File: src/hw/rtl/wfcd_pkg.sv
`timescale 1ns / 1ps
// ----------------------------------------------------------------------------
// wfcd_pkg
// Shared types, widths and helpers for the wait-for cycle detector.
// ----------------------------------------------------------------------------
package wfcd_pkg;

  // Field widths of the command word
  localparam int IDX_W  = 3;
  localparam int EDGE_W = 8;

  // Widest supported graph and the width of an index into it
  localparam int MAX_PROCS = 32;
  localparam int PTR_W     = 5;

  // Classified command word passed from the front end to the engine
  typedef struct packed {
    logic [IDX_W-1:0]  row;
    logic [EDGE_W-1:0] edges;
    logic              check;
    logic              wr;
  } cmd_t;

  // Position of the lowest set bit, zero when none is set
  function automatic logic [PTR_W-1:0] lowest_set(input logic [MAX_PROCS-1:0] vec);
    logic [PTR_W-1:0] pos;
    pos = '0;
    for (int k = MAX_PROCS - 1; k >= 0; k--) begin
      if (vec[k]) begin
        pos = PTR_W'(k);
      end
    end
    return pos;
  endfunction

endpackage

File: src/hw/rtl/wait_for_cycle_detect.sv
`timescale 1ns / 1ps
// ----------------------------------------------------------------------------
// wait_for_cycle_detect
// Deadlock detector: keeps a wait-for graph, searches it for a circular wait
// on request and breaks one by clearing the first set edge.
// ----------------------------------------------------------------------------
//  channel   handshake         payload
//  command   start / busy      row_index, row_edges, check
//  result    done (strobe)     cycle_found, victim_waiter, victim_holder
//
//  A row write is applied from the idle state. A check runs a depth-first
//  search, where each search step does a push, a pop or a root pick, then scans
//  the rows in order for the victim edge; both share the single matrix read port.
//  A two-word queue in front of the engine raises busy only when full.
//  Reset (rst, synchronous) empties the queue and clears the whole graph.
//  Results are shown for one cycle; the receiver cannot stall.
// ----------------------------------------------------------------------------
module wait_for_cycle_detect #(
  parameter int PROCS = 8
) (
  input  logic                       clk,
  input  logic                       rst,
  input  logic                       start,
  output logic                       busy,
  input  logic [wfcd_pkg::IDX_W-1:0]  row_index,
  input  logic [wfcd_pkg::EDGE_W-1:0] row_edges,
  input  logic                       check,
  output logic                       done,
  output logic                       cycle_found,
  output logic [wfcd_pkg::IDX_W-1:0] victim_waiter,
  output logic [wfcd_pkg::IDX_W-1:0] victim_holder
);

  logic           q_valid;
  logic           take;
  wfcd_pkg::cmd_t q_word;

  wfcd_front #(
    .PROCS(PROCS)
  ) u_front (
    .clk       (clk),
    .rst       (rst),
    .start     (start),
    .busy      (busy),
    .row_index (row_index),
    .row_edges (row_edges),
    .check     (check),
    .q_valid   (q_valid),
    .q_word    (q_word),
    .take      (take)
  );

  wfcd_engine #(
    .PROCS(PROCS)
  ) u_engine (
    .clk           (clk),
    .rst           (rst),
    .q_valid       (q_valid),
    .q_word        (q_word),
    .take          (take),
    .done          (done),
    .cycle_found   (cycle_found),
    .victim_waiter (victim_waiter),
    .victim_holder (victim_holder)
  );

`ifndef SYNTH
  // a clean graph reports no victim
  a_no_victim: assert property (@(posedge clk) disable iff (rst)
    done && !cycle_found |-> victim_waiter == '0 && victim_holder == '0)
    else $error("victim reported without a cycle");

  // the engine returns to idle after each strobe and must search again, so strobes never follow back to back
  a_strobe_gap: assert property (@(posedge clk) disable iff (rst)
    done |=> !done)
    else $error("result strobes in consecutive cycles");

  // the queue is empty straight after reset
  a_reset_empty: assert property (@(posedge clk)
    $past(rst) |-> !busy && !done)
    else $error("queue or result live after reset");

  // the engine only takes a word the queue holds
  a_take_valid: assert property (@(posedge clk) disable iff (rst)
    take |-> q_valid)
    else $error("engine took from an empty queue");
`endif

endmodule

File: src/hw/rtl/wfcd_front.sv
`timescale 1ns / 1ps
// ----------------------------------------------------------------------------
// wfcd_front
// Accepts command words, classifies them and buffers them in a two-word queue.
// ----------------------------------------------------------------------------
module wfcd_front #(
  parameter int PROCS = 8
) (
  input  logic                       clk,
  input  logic                       rst,
  input  logic                       start,
  output logic                       busy,
  input  logic [wfcd_pkg::IDX_W-1:0]  row_index,
  input  logic [wfcd_pkg::EDGE_W-1:0] row_edges,
  input  logic                       check,
  output logic                       q_valid,
  output wfcd_pkg::cmd_t             q_word,
  input  logic                       take
);

  wfcd_pkg::cmd_t  word_in;
  wfcd_pkg::cmd_t  mem [2];
  logic            wp;
  logic            rp;
  logic [1:0]      count;
  logic            push;
  logic            pop;

  // Classify: flag whether the row lies inside the graph
  always_comb begin
    word_in.row   = row_index;
    word_in.edges = row_edges;
    word_in.check = check;
    word_in.wr    = (32'(row_index) < PROCS);
  end

  assign busy    = (count == 2'd2);
  assign push    = start && !busy;
  assign q_valid = (count != 2'd0);
  assign pop     = take && q_valid;
  assign q_word  = mem[rp];

  // Store accepted words
  always_ff @(posedge clk) begin
    if (push) begin
      mem[wp] <= word_in;
    end
  end

  // Advance pointers and fill count
  always_ff @(posedge clk) begin
    if (rst) begin
      wp    <= 1'b0;
      rp    <= 1'b0;
      count <= 2'd0;
    end else begin
      if (push) begin
        wp <= ~wp;
      end
      if (pop) begin
        rp <= ~rp;
      end
      case ({push, pop})
        2'b10:   count <= count + 2'd1;
        2'b01:   count <= count - 2'd1;
        default: count <= count;
      endcase
    end
  end

endmodule

File: src/hw/rtl/wfcd_engine.sv
`timescale 1ns / 1ps
// ----------------------------------------------------------------------------
// wfcd_engine
// Holds the wait-for matrix, runs the depth-first cycle search and clears a
// victim edge when a cycle is found.
// ----------------------------------------------------------------------------
module wfcd_engine #(
  parameter int PROCS = 8
) (
  input  logic                       clk,
  input  logic                       rst,
  input  logic                       q_valid,
  input  wfcd_pkg::cmd_t             q_word,
  output logic                       take,
  output logic                       done,
  output logic                       cycle_found,
  output logic [wfcd_pkg::IDX_W-1:0] victim_waiter,
  output logic [wfcd_pkg::IDX_W-1:0] victim_holder
);

  localparam int IW  = (PROCS > 1) ? $clog2(PROCS) : 1;
  localparam int SPW = $clog2(PROCS + 1);

  typedef enum logic [2:0] {
    ST_IDLE   = 3'b001,
    ST_SEARCH = 3'b010,
    ST_VICTIM = 3'b100
  } state_t;

  state_t                 state;
  logic [PROCS-1:0]       matrix [PROCS];
  logic [IW-1:0]          stack  [PROCS];
  logic [PROCS-1:0]       visited;
  logic [PROCS-1:0]       on_path;
  logic [SPW-1:0]         sp;
  logic [SPW-1:0]         sp_dec;
  logic [IW-1:0]          vi;
  logic [IW-1:0]          top;
  logic [IW-1:0]          rd_addr;
  logic [PROCS-1:0]       rd_row;
  logic [PROCS-1:0]       cand;
  logic [IW-1:0]          next_node;
  logic [IW-1:0]          root;
  logic [IW-1:0]          wr_addr;
  logic [PROCS-1:0]       wr_row;
  logic [wfcd_pkg::PTR_W-1:0] vi_w;
  logic [wfcd_pkg::PTR_W-1:0] hold_w;

  // Decode the current stack top and the shared matrix read port
  assign sp_dec    = sp - 1'b1;
  assign top       = stack[sp_dec[IW-1:0]];
  assign rd_addr   = (state == ST_VICTIM) ? vi : top;
  assign rd_row    = matrix[rd_addr];
  assign cand      = rd_row & ~visited;
  assign next_node = IW'(wfcd_pkg::lowest_set(wfcd_pkg::MAX_PROCS'(cand)));
  assign root      = IW'(wfcd_pkg::lowest_set(wfcd_pkg::MAX_PROCS'(~visited)));
  assign wr_addr   = IW'(q_word.row);
  assign wr_row    = PROCS'(q_word.edges);
  assign vi_w      = wfcd_pkg::PTR_W'(vi);
  assign hold_w    = wfcd_pkg::lowest_set(wfcd_pkg::MAX_PROCS'(rd_row));
  assign take      = (state == ST_IDLE) && q_valid;

  // Stack entries: push the root or the next unvisited successor
  always_ff @(posedge clk) begin
    if (state == ST_SEARCH) begin
      if (sp == '0) begin
        stack[0] <= root;
      end else if ((rd_row & on_path) == '0 && cand != '0) begin
        stack[sp[IW-1:0]] <= next_node;
      end
    end
  end

  // Control, marks, matrix and result word
  always_ff @(posedge clk) begin
    if (rst) begin
      state       <= ST_IDLE;
      visited     <= '0;
      on_path     <= '0;
      sp          <= '0;
      vi          <= '0;
      done        <= 1'b0;
      cycle_found <= 1'b0;
      victim_waiter <= '0;
      victim_holder <= '0;
      for (int r = 0; r < PROCS; r++) begin
        matrix[r] <= '0;
      end
    end else begin
      done <= 1'b0;
      case (state)
        ST_IDLE: begin
          if (q_valid) begin
            if (q_word.wr) begin
              matrix[wr_addr] <= wr_row;
            end
            if (q_word.check) begin
              visited <= '0;
              on_path <= '0;
              sp      <= '0;
              state   <= ST_SEARCH;
            end
          end
        end
        ST_SEARCH: begin
          if (sp == '0) begin
            if (&visited) begin
              // every tree finished: no circular wait
              done          <= 1'b1;
              cycle_found   <= 1'b0;
              victim_waiter <= '0;
              victim_holder <= '0;
              state         <= ST_IDLE;
            end else begin
              visited[root] <= 1'b1;
              on_path[root] <= 1'b1;
              sp            <= SPW'(1);
            end
          end else if ((rd_row & on_path) != '0) begin
            // back edge onto the current path
            vi    <= '0;
            state <= ST_VICTIM;
          end else if (cand == '0) begin
            on_path[top] <= 1'b0;
            sp           <= sp_dec;
          end else begin
            visited[next_node] <= 1'b1;
            on_path[next_node] <= 1'b1;
            sp                 <= sp + 1'b1;
          end
        end
        ST_VICTIM: begin
          // scan rows in order for the first set edge and drop it
          if (rd_row != '0) begin
            matrix[vi][IW'(hold_w)] <= 1'b0;
            done          <= 1'b1;
            cycle_found   <= 1'b1;
            victim_waiter <= vi_w[wfcd_pkg::IDX_W-1:0];
            victim_holder <= hold_w[wfcd_pkg::IDX_W-1:0];
            state         <= ST_IDLE;
          end else if (32'(vi) == PROCS - 1) begin
            done          <= 1'b1;
            cycle_found   <= 1'b1;
            victim_waiter <= '0;
            victim_holder <= '0;
            state         <= ST_IDLE;
          end else begin
            vi <= vi + 1'b1;
          end
        end
        default: begin
          state <= ST_IDLE;
        end
      endcase
    end
  end

endmodule

File: config.mk
export PLATFORM = sky130hd
export DESIGN_NAME = wait_for_cycle_detect
export DESIGN_NICKNAME = d
export VERILOG_FILES = /design/src/hw/rtl/wfcd_pkg.sv /design/src/hw/rtl/wait_for_cycle_detect.sv /design/src/hw/rtl/wfcd_front.sv /design/src/hw/rtl/wfcd_engine.sv
export SDC_FILE = /design/constraint.sdc
export NUM_CORES = 1
export LEC_CHECK = 0
export BUFFER_PORTS_ARGS = -buffer_cell sky130_fd_sc_hd__buf_2
export CAP_MARGIN = 20
export CORE_ASPECT_RATIO = 2
export CORE_MARGIN = 4
export CORE_UTILIZATION = 29
export CTS_CLUSTER_SIZE = 8
export DETAILED_ROUTE_END_ITERATION = 10
export HOLD_SLACK_MARGIN = 0.08
export PLACE_DENSITY = 0.53
export SLEW_MARGIN = 15
export SYNTH_ARGS = -nofsm -noshare
export SYNTH_HDL_FRONTEND = slang
export SYNTH_SLANG_ARGS = --single-unit
File: constraint.sdc
create_clock -name clk -period 5.05 [get_ports clk]
set_input_delay 0.505 -clock clk [delete_from_list [all_inputs] [get_ports clk]]
set_output_delay 0.505 -clock clk [all_outputs]
set_load 0.005 [all_outputs]
==> impl_metrics.toml, run 1 <==
[outcome]
status = "finished, final reports clean"

[global_routing]
antenna_found_initial = 0
grt_overflow = 0
grt_max_degree = 63
grt_pass1_wl_mm = 43.5
grt-busiest-layer = "met2"
met2_usage_pct = 33.5
use_met3_pct = 2.58
track_usage_pct = 16.7
grt_pass1_vias = 7439
grtUsageMet1_pct = 14.5

[setup_path]
cp_slowest_cell = "mux4_2"
crit_family = "compound AO/OA/AOI/OAI gates"
endpoint_kind = "register"
cp-start-kind = "register"
arrival_ns = 4.80
crit_fanout = 24
required_ns = 5.14
slowest_delay_ns = 0.72
cp_num_buf_inv = 3
worstPathCellList = "inv_1 > ha_2 > mux2i_1 > mux4_2 > buf_4 > nand3_1 > o211ai_1 > mux2i_1 > o221a_2 > o2111ai_1 > o31ai_2 > nand2b_1 > buf_4 > or3_1 > o41ai_2"
rrSetupSlack_ns = 0.33
crit_type = "reg -> reg"

[route]
wire_per_inst_um = 21.1
avgViaCountPerCell = 5.56
num_vias = 7439
wirelength_mm = 28.2
drt-initial-drc-count = 364
dr.pass1.iters = 5
ant_nets = 0
drc = 0

[floorplan]
rows = 90
die_h_um = 256
pin_count = 24
dieArea_um2 = 33800
coreArea_um2 = 30300
dieWidth_um = 132
start_util_pct = 29.5

[cells_and_area]
utilization_pct = 33.7
layout-drive-gt1-share_pct = 17.5
final_area_um2 = 10200
nets = 977
antenna_cells = 0
areaGrowthSynthToFinish_pct = 14.5

[yosys]
netlist_top_cells_area = "edfxtp_1 38%, dfxtp_1 8.7%, nor2_1 6.6%, mux2i_1 4.8%, nand2_1 3.1%"
synth_most_common_cell = "nor2_1"
yosysSeqAreaShare_pct = 46.4
netlist_instances = 928
ys_warn_count = 0
synth.avg_cell_area_um2 = 9.62
synth_edf_count = 112
syn_area_um2 = 8930
yosys.area.top_type = "edfxtp_1"
synth_ff_type = "edfxtp_1"
synth_top_area_share_pct = 37.7
yosys-top-cells-count = "157 x nor2_1, 112 x edfxtp_1, 73 x nand2_1"
ys_ff_latch = 151
ys_types = 88
synth_nets = 948
async_flop_share_pct = 0

[flow_run]
cap_viol_max_count = 0

[sta]
hold_ws_ns = 0.242
hold_viol = 0
setup_violations = 0
timing.final.ws_setup_ns = 0.334
worstMarginPinSlew_ns = 0.957
slew_violations = 0
rsz0062_at_grt = "no"
fin_skew_ns = 0.0151
fin_crit_sh_pct = 93.4
period_minus_slack_ns = 4.72
tns_ns = 0
max_freq_mhz = 212
slew_headroom_pct = 36.0

[clock_tree]
cts_buffers = 17
clockRootBuffer = "clkbuf_16"
clkLatencyLatePin_ns = 0.46
path_clk_slew_ns = 0.07
cts_tree = "yes"
cts_sinks = 151
htree_levels = 4
cts_hold_buf = 0
cts_buffer_depth = 2

[placement]
place_area_um2 = 9640
post-place-ws_ns = 0.176
io_buffers = 23
hpwl_mm = 21.8
routabilityCongestion = 0.933

[power_and_ir_drop]
p_leak_nw = 3.53
powerDensity_nw_per_um2 = 381
ir_worst_vdd_mv = 0.222

[worst_hold_path]
hp-class = "in -> reg"
-- state kept, by name (all words and copies together) (netlist names), named ones only --
register and count:
u_engine.cycle_found 1, u_engine.done 1, u_engine.matrix 64, u_engine.on_path 8
u_engine.sp 4, u_engine.stack 24, u_engine.state 3, u_engine.vi 3
u_engine.victim_holder 3, u_engine.victim_waiter 3, u_engine.visited 8, u_front.count 2
u_front.mem 24, u_front.rp 1, u_front.wp 1
-- cells in the final DEF, fill, tap and decap left out, drive strengths merged, types with 9 or more instances in the layout --
master  instances
a21o           27
a311oi         12
o211ai         15
o21ai          25
nor2          157
buf            80
o22ai          12
nand2          74
a31oi          19
nor2b          12
mux2i          43
a21oi          33
inv            25
nor3b           9
o21a           21
edfxtp        112
nand3          34
o21bai         26
dfxtp          39
nor3           18
clkbuf         17
mux2           21
-- cell type report --
cell class / instances / area, µm²
fillers: 3089 / 20100
repair buffers: 80 / 556
well taps: 368 / 460
flip-flops and latches: 151 / 4150
inverters: 19 / 71.3
clock buffers: 17 / 425
clock inverters: 15 / 145
multi-input cells: 688 / 4410
-- kinds of logic after synthesis --
group / after synthesis / share of synthesized area, %
adder cells (fa/ha/maj): 5 / 0.701
XOR/XNOR: 7 / 0.771
flip-flops: 151 / 46.4
buffers and inverters: 89 / 4.29
AO/OA/AOI/OAI: 256 / 21.4
multiplexers: 66 / 7.98
AND/OR/NAND/NOR: 354 / 18.4
-- layer usage --
metal	share of wire, %	vias up
met5	0	-
met4	7.2	0
met3	2.5	88
met2	58	174
met1	32	3661
li1	-	3516
-- final timing paths --
check                                  from                        end  depth (start not counted)
setup / recovery             u_engine.sp[1]       u_engine.stack[0][0]                         15
hold / removal                 row_index[1]         u_front.mem[0][10]                          1
setup reg to reg             u_engine.sp[1]       u_engine.stack[0][0]                         15
hold reg to reg   u_engine.victim_waiter[0]  u_engine.victim_waiter[0]                          1
-- per-stage QoR --
step,power [mW],std cells
floorplan,2.27,928
global placement,2.64,1305
detailed placement,2.66,1306
CTS,3.92,1338
global route,4.07,1338
finish,3.89,1338
-- where the power goes --
part | switching, mW | internal [mW] | total, mW
sequential | 0.0905 | 1.47 | 1.56
clock | 0.573 | 0.689 | 1.26
combinational | 0.702 | 0.370 | 1.07
-- what timing repair did --
item | CTS | global route
buffers inserted | 0 | 0
gates resized for setup | 0 | 3
endpoints found under the setup margin | 0 | 50
Note: power is estimated with default switching activity, not from simulation.
==> inputs of run 2 (changes only) <==
Settings changed: ABC_AREA set to 1.
==> run 2 against run 1 <==
Against the previous run:
- first-iteration DRC count grew 10%
- core utilization shrank 0.54 points
- synthesized cell count grew 17%
- clock skew shrank 0.0052 ns
- sequential power grew 3%
- non-clock buffer count shrank 41
- worst setup slack gained 0.20 ns
- critical path type unchanged
- highest routed layer unchanged
==> impl_metrics.toml, run 2 <==
[outcome]
status = "finished, final reports clean"

[sta]
tns_ns = 0
period_minus_slack_ns = 4.52
worstMarginPinSlew_ns = 1.07
fin_crit_sh_pct = 89.4
max_freq_mhz = 221
fin_skew_ns = 0.00991
setup_violations = 0
hold_viol = 0
slew_violations = 0
slew_headroom_pct = 28.3
rsz0062_at_grt = "no"

[power_and_ir_drop]
comb_power_share_pct = 54.1
totalPowerFinal_mw = 6.43
p_seq_share_pct = 24.9
switching_share_pct = 51.4
p_leak_nw = 4.18
p_switching_mw = 3.30
p_clk_share_pct = 21.0
powerDensity_nw_per_um2 = 674
ir_worst_vdd_mv = 0.344
p_int_mw = 3.13

[yosys]
yosys-top-cells-count = "362 x nand2_1, 128 x inv_1, 117 x nor2_1"
ys_ff_latch = 151
ys_warn_count = 0
synth_nets = 1103
netlist_top_cells_area = "edfxtp_1 40%, nand2_1 16%, dfxtp_1 9.3%, inv_1 5.7%, nand3_1 5.7%"
async_flop_share_pct = 0
ys_types = 37
synth_most_common_cell = "nand2_1"
synth.avg_cell_area_um2 = 7.77
yosys.area.top_type = "edfxtp_1"
yosysSeqAreaShare_pct = 49.2
synth_ff_type = "edfxtp_1"
synth_edf_count = 112
syn_area_um2 = 8410
synth_top_area_share_pct = 40.0
netlist_instances = 1083

[floorplan]
pin_count = 24
rows = 88
coreArea_um2 = 28700
start_util_pct = 29.3
dieWidth_um = 128
die_h_um = 249
dieArea_um2 = 32000

[clock_tree]
cts_resized = 0
cts_sinks = 151
htree_levels = 4
cts_hold_buf = 0
cts_buffer_depth = 2
cts_buffers = 17
clkLatencyLatePin_ns = 0.44
clockRootBuffer = "clkbuf_16"
cts_tree = "yes"
path_clk_slew_ns = 0.08
cts_setup_buffers = 0

[route]
drt-initial-drc-count = 401
wirelength_mm = 26.0
dr.pass1.iters = 8
num_vias = 7118
ant_nets = 0
avgViaCountPerCell = 4.81
drc = 0
wire_per_inst_um = 17.5

[global_routing]
grt_overflow = 0
grt_pass1_wl_mm = 39.8
grt_max_degree = 83
track_usage_pct = 16.6
antenna_found_initial = 0
grt_pass1_vias = 7219

[setup_path]
crit_type = "reg -> reg"
crit_start = "u_engine.sp[1]"
endpoint_kind = "register"
timing.rr.start = "u_engine.sp[1]"
crit_fanout = 20
critPathCapture = "u_engine.stack[5][2]"
rrSetupSlack_ns = 0.53
arrival_ns = 4.59
r2r-end = "u_engine.stack[5][2]"
cp-start-kind = "register"
required_ns = 5.12
rr_worst_depth = 22

[cells_and_area]
mostFrequentLayoutCells = "362 x nand2_1, 127 x inv_1, 117 x nor2_1"
nets = 1127
fin_cells = 1480
layout_commonest_cell = "nand2_1"
largest_reg_flops = 64
areaGrowthSynthToFinish_pct = 13.4
largestRegisters = "u_engine.matrix: 64 flops, u_engine.stack: 24 flops, u_front.mem: 24 flops"
top_register = "u_engine.matrix"
layout-drive-gt1-share_pct = 12.1
antenna_cells = 0
utilization_pct = 33.2

[placement]
io_buffers = 23
post-place-cells = 1447
hpwl_mm = 20.4
routabilityCongestion = 0.972

[flow_run]
cap_viol_max_count = 0

[worst_hold_path]
hp-class = "in -> reg"
-- run 2: power groups by stage --
| stage | Sequential (mW) | Combinational [mW] | Clock [mW] |
|---|---|---|---|
| after floorplan | 1.58 | 2.48 | 0 |
| after global placement | 1.63 | 3.45 | 0 |
| after detailed placement | 1.63 | 3.45 | 0 |
| after CTS | 1.60 | 3.47 | 1.37 |
| after global routing | 1.62 | 3.86 | 1.42 |
| final | 1.60 | 3.48 | 1.35 |
-- run 2: worst min path at each step --
stage                 startpoint                  to  slack [ns]  cells after the start
floorplan             u_front.rp            register        0.43                      1
global placement      u_front.rp          u_front.rp        0.44                      1
detailed placement    u_front.rp            register        0.45                      1
CTS                 row_index[1]  u_front.mem[0][10]        0.23                      1
global route        row_index[1]  u_front.mem[0][10]        0.23                      1
finish              row_index[1]  u_front.mem[1][10]        0.24                      1
-- run 2: kinds of logic after synthesis --
logic type | share of synthesized area, %
buf+inv | 8.79
compound gates | 7.81
fa+ha+maj | 0.743
flops | 49.2
xor+xnor | 0.699
simple gates | 32.7
-- run 2: cell type report --
cell class / count / area, µm²
inverter: 140 / 531
fill: 3031 / 19200
clock inverter: 15 / 210
tap: 360 / 450
timing repair buffer: 39 / 248
clock buffer: 17 / 425
multi-input combinational: 758 / 3530
sequential: 151 / 4140
-- run 2: critical path: stages, from the launching register on --
cell	delay, ns
dfxtp_1	0.41
inv_1	0.15
ha_1	0.47
inv_1	0.20
nand3_1	0.15
nand3_2	0.10
nand2_2	0.12
nand2_1	0.07
nand2_1	0.06
buf_4	0.24
nand2_1	0.08
nand3_1	0.10
nand3_1	0.10
nand2_2	0.12
nand2_2	0.11
nand2_1	0.11
inv_1	0.08
nand3_1	0.20
inv_1	0.09
nor2_2	0.25
clkinv_1	0.13
buf_4	0.18
nor4_1	0.61
-- run 2: metal layers --
| metal | vias to the layer above | global-route usage, % | wire length [µm] |
|---|---|---|---|
| met5 | - | 0 | 0 |
| met4 | 0 | 11.8 | 2040 |
| met3 | 84 | 2.75 | 596 |
| met2 | 165 | 34.0 | 15600 |
| met1 | 3344 | 13.2 | 7770 |
| li1 | 3525 | - | - |
-- run 2: stage by stage --
step	setup slack, ns	area, µm²	hold slack [ns]
floorplan	1.48	8410	0.426
global placement	0.750	8900	0.440
detailed placement	0.643	8900	0.447
CTS	0.602	9530	0.230
global route	0.108	9540	0.234
finish	0.534	9540	0.243
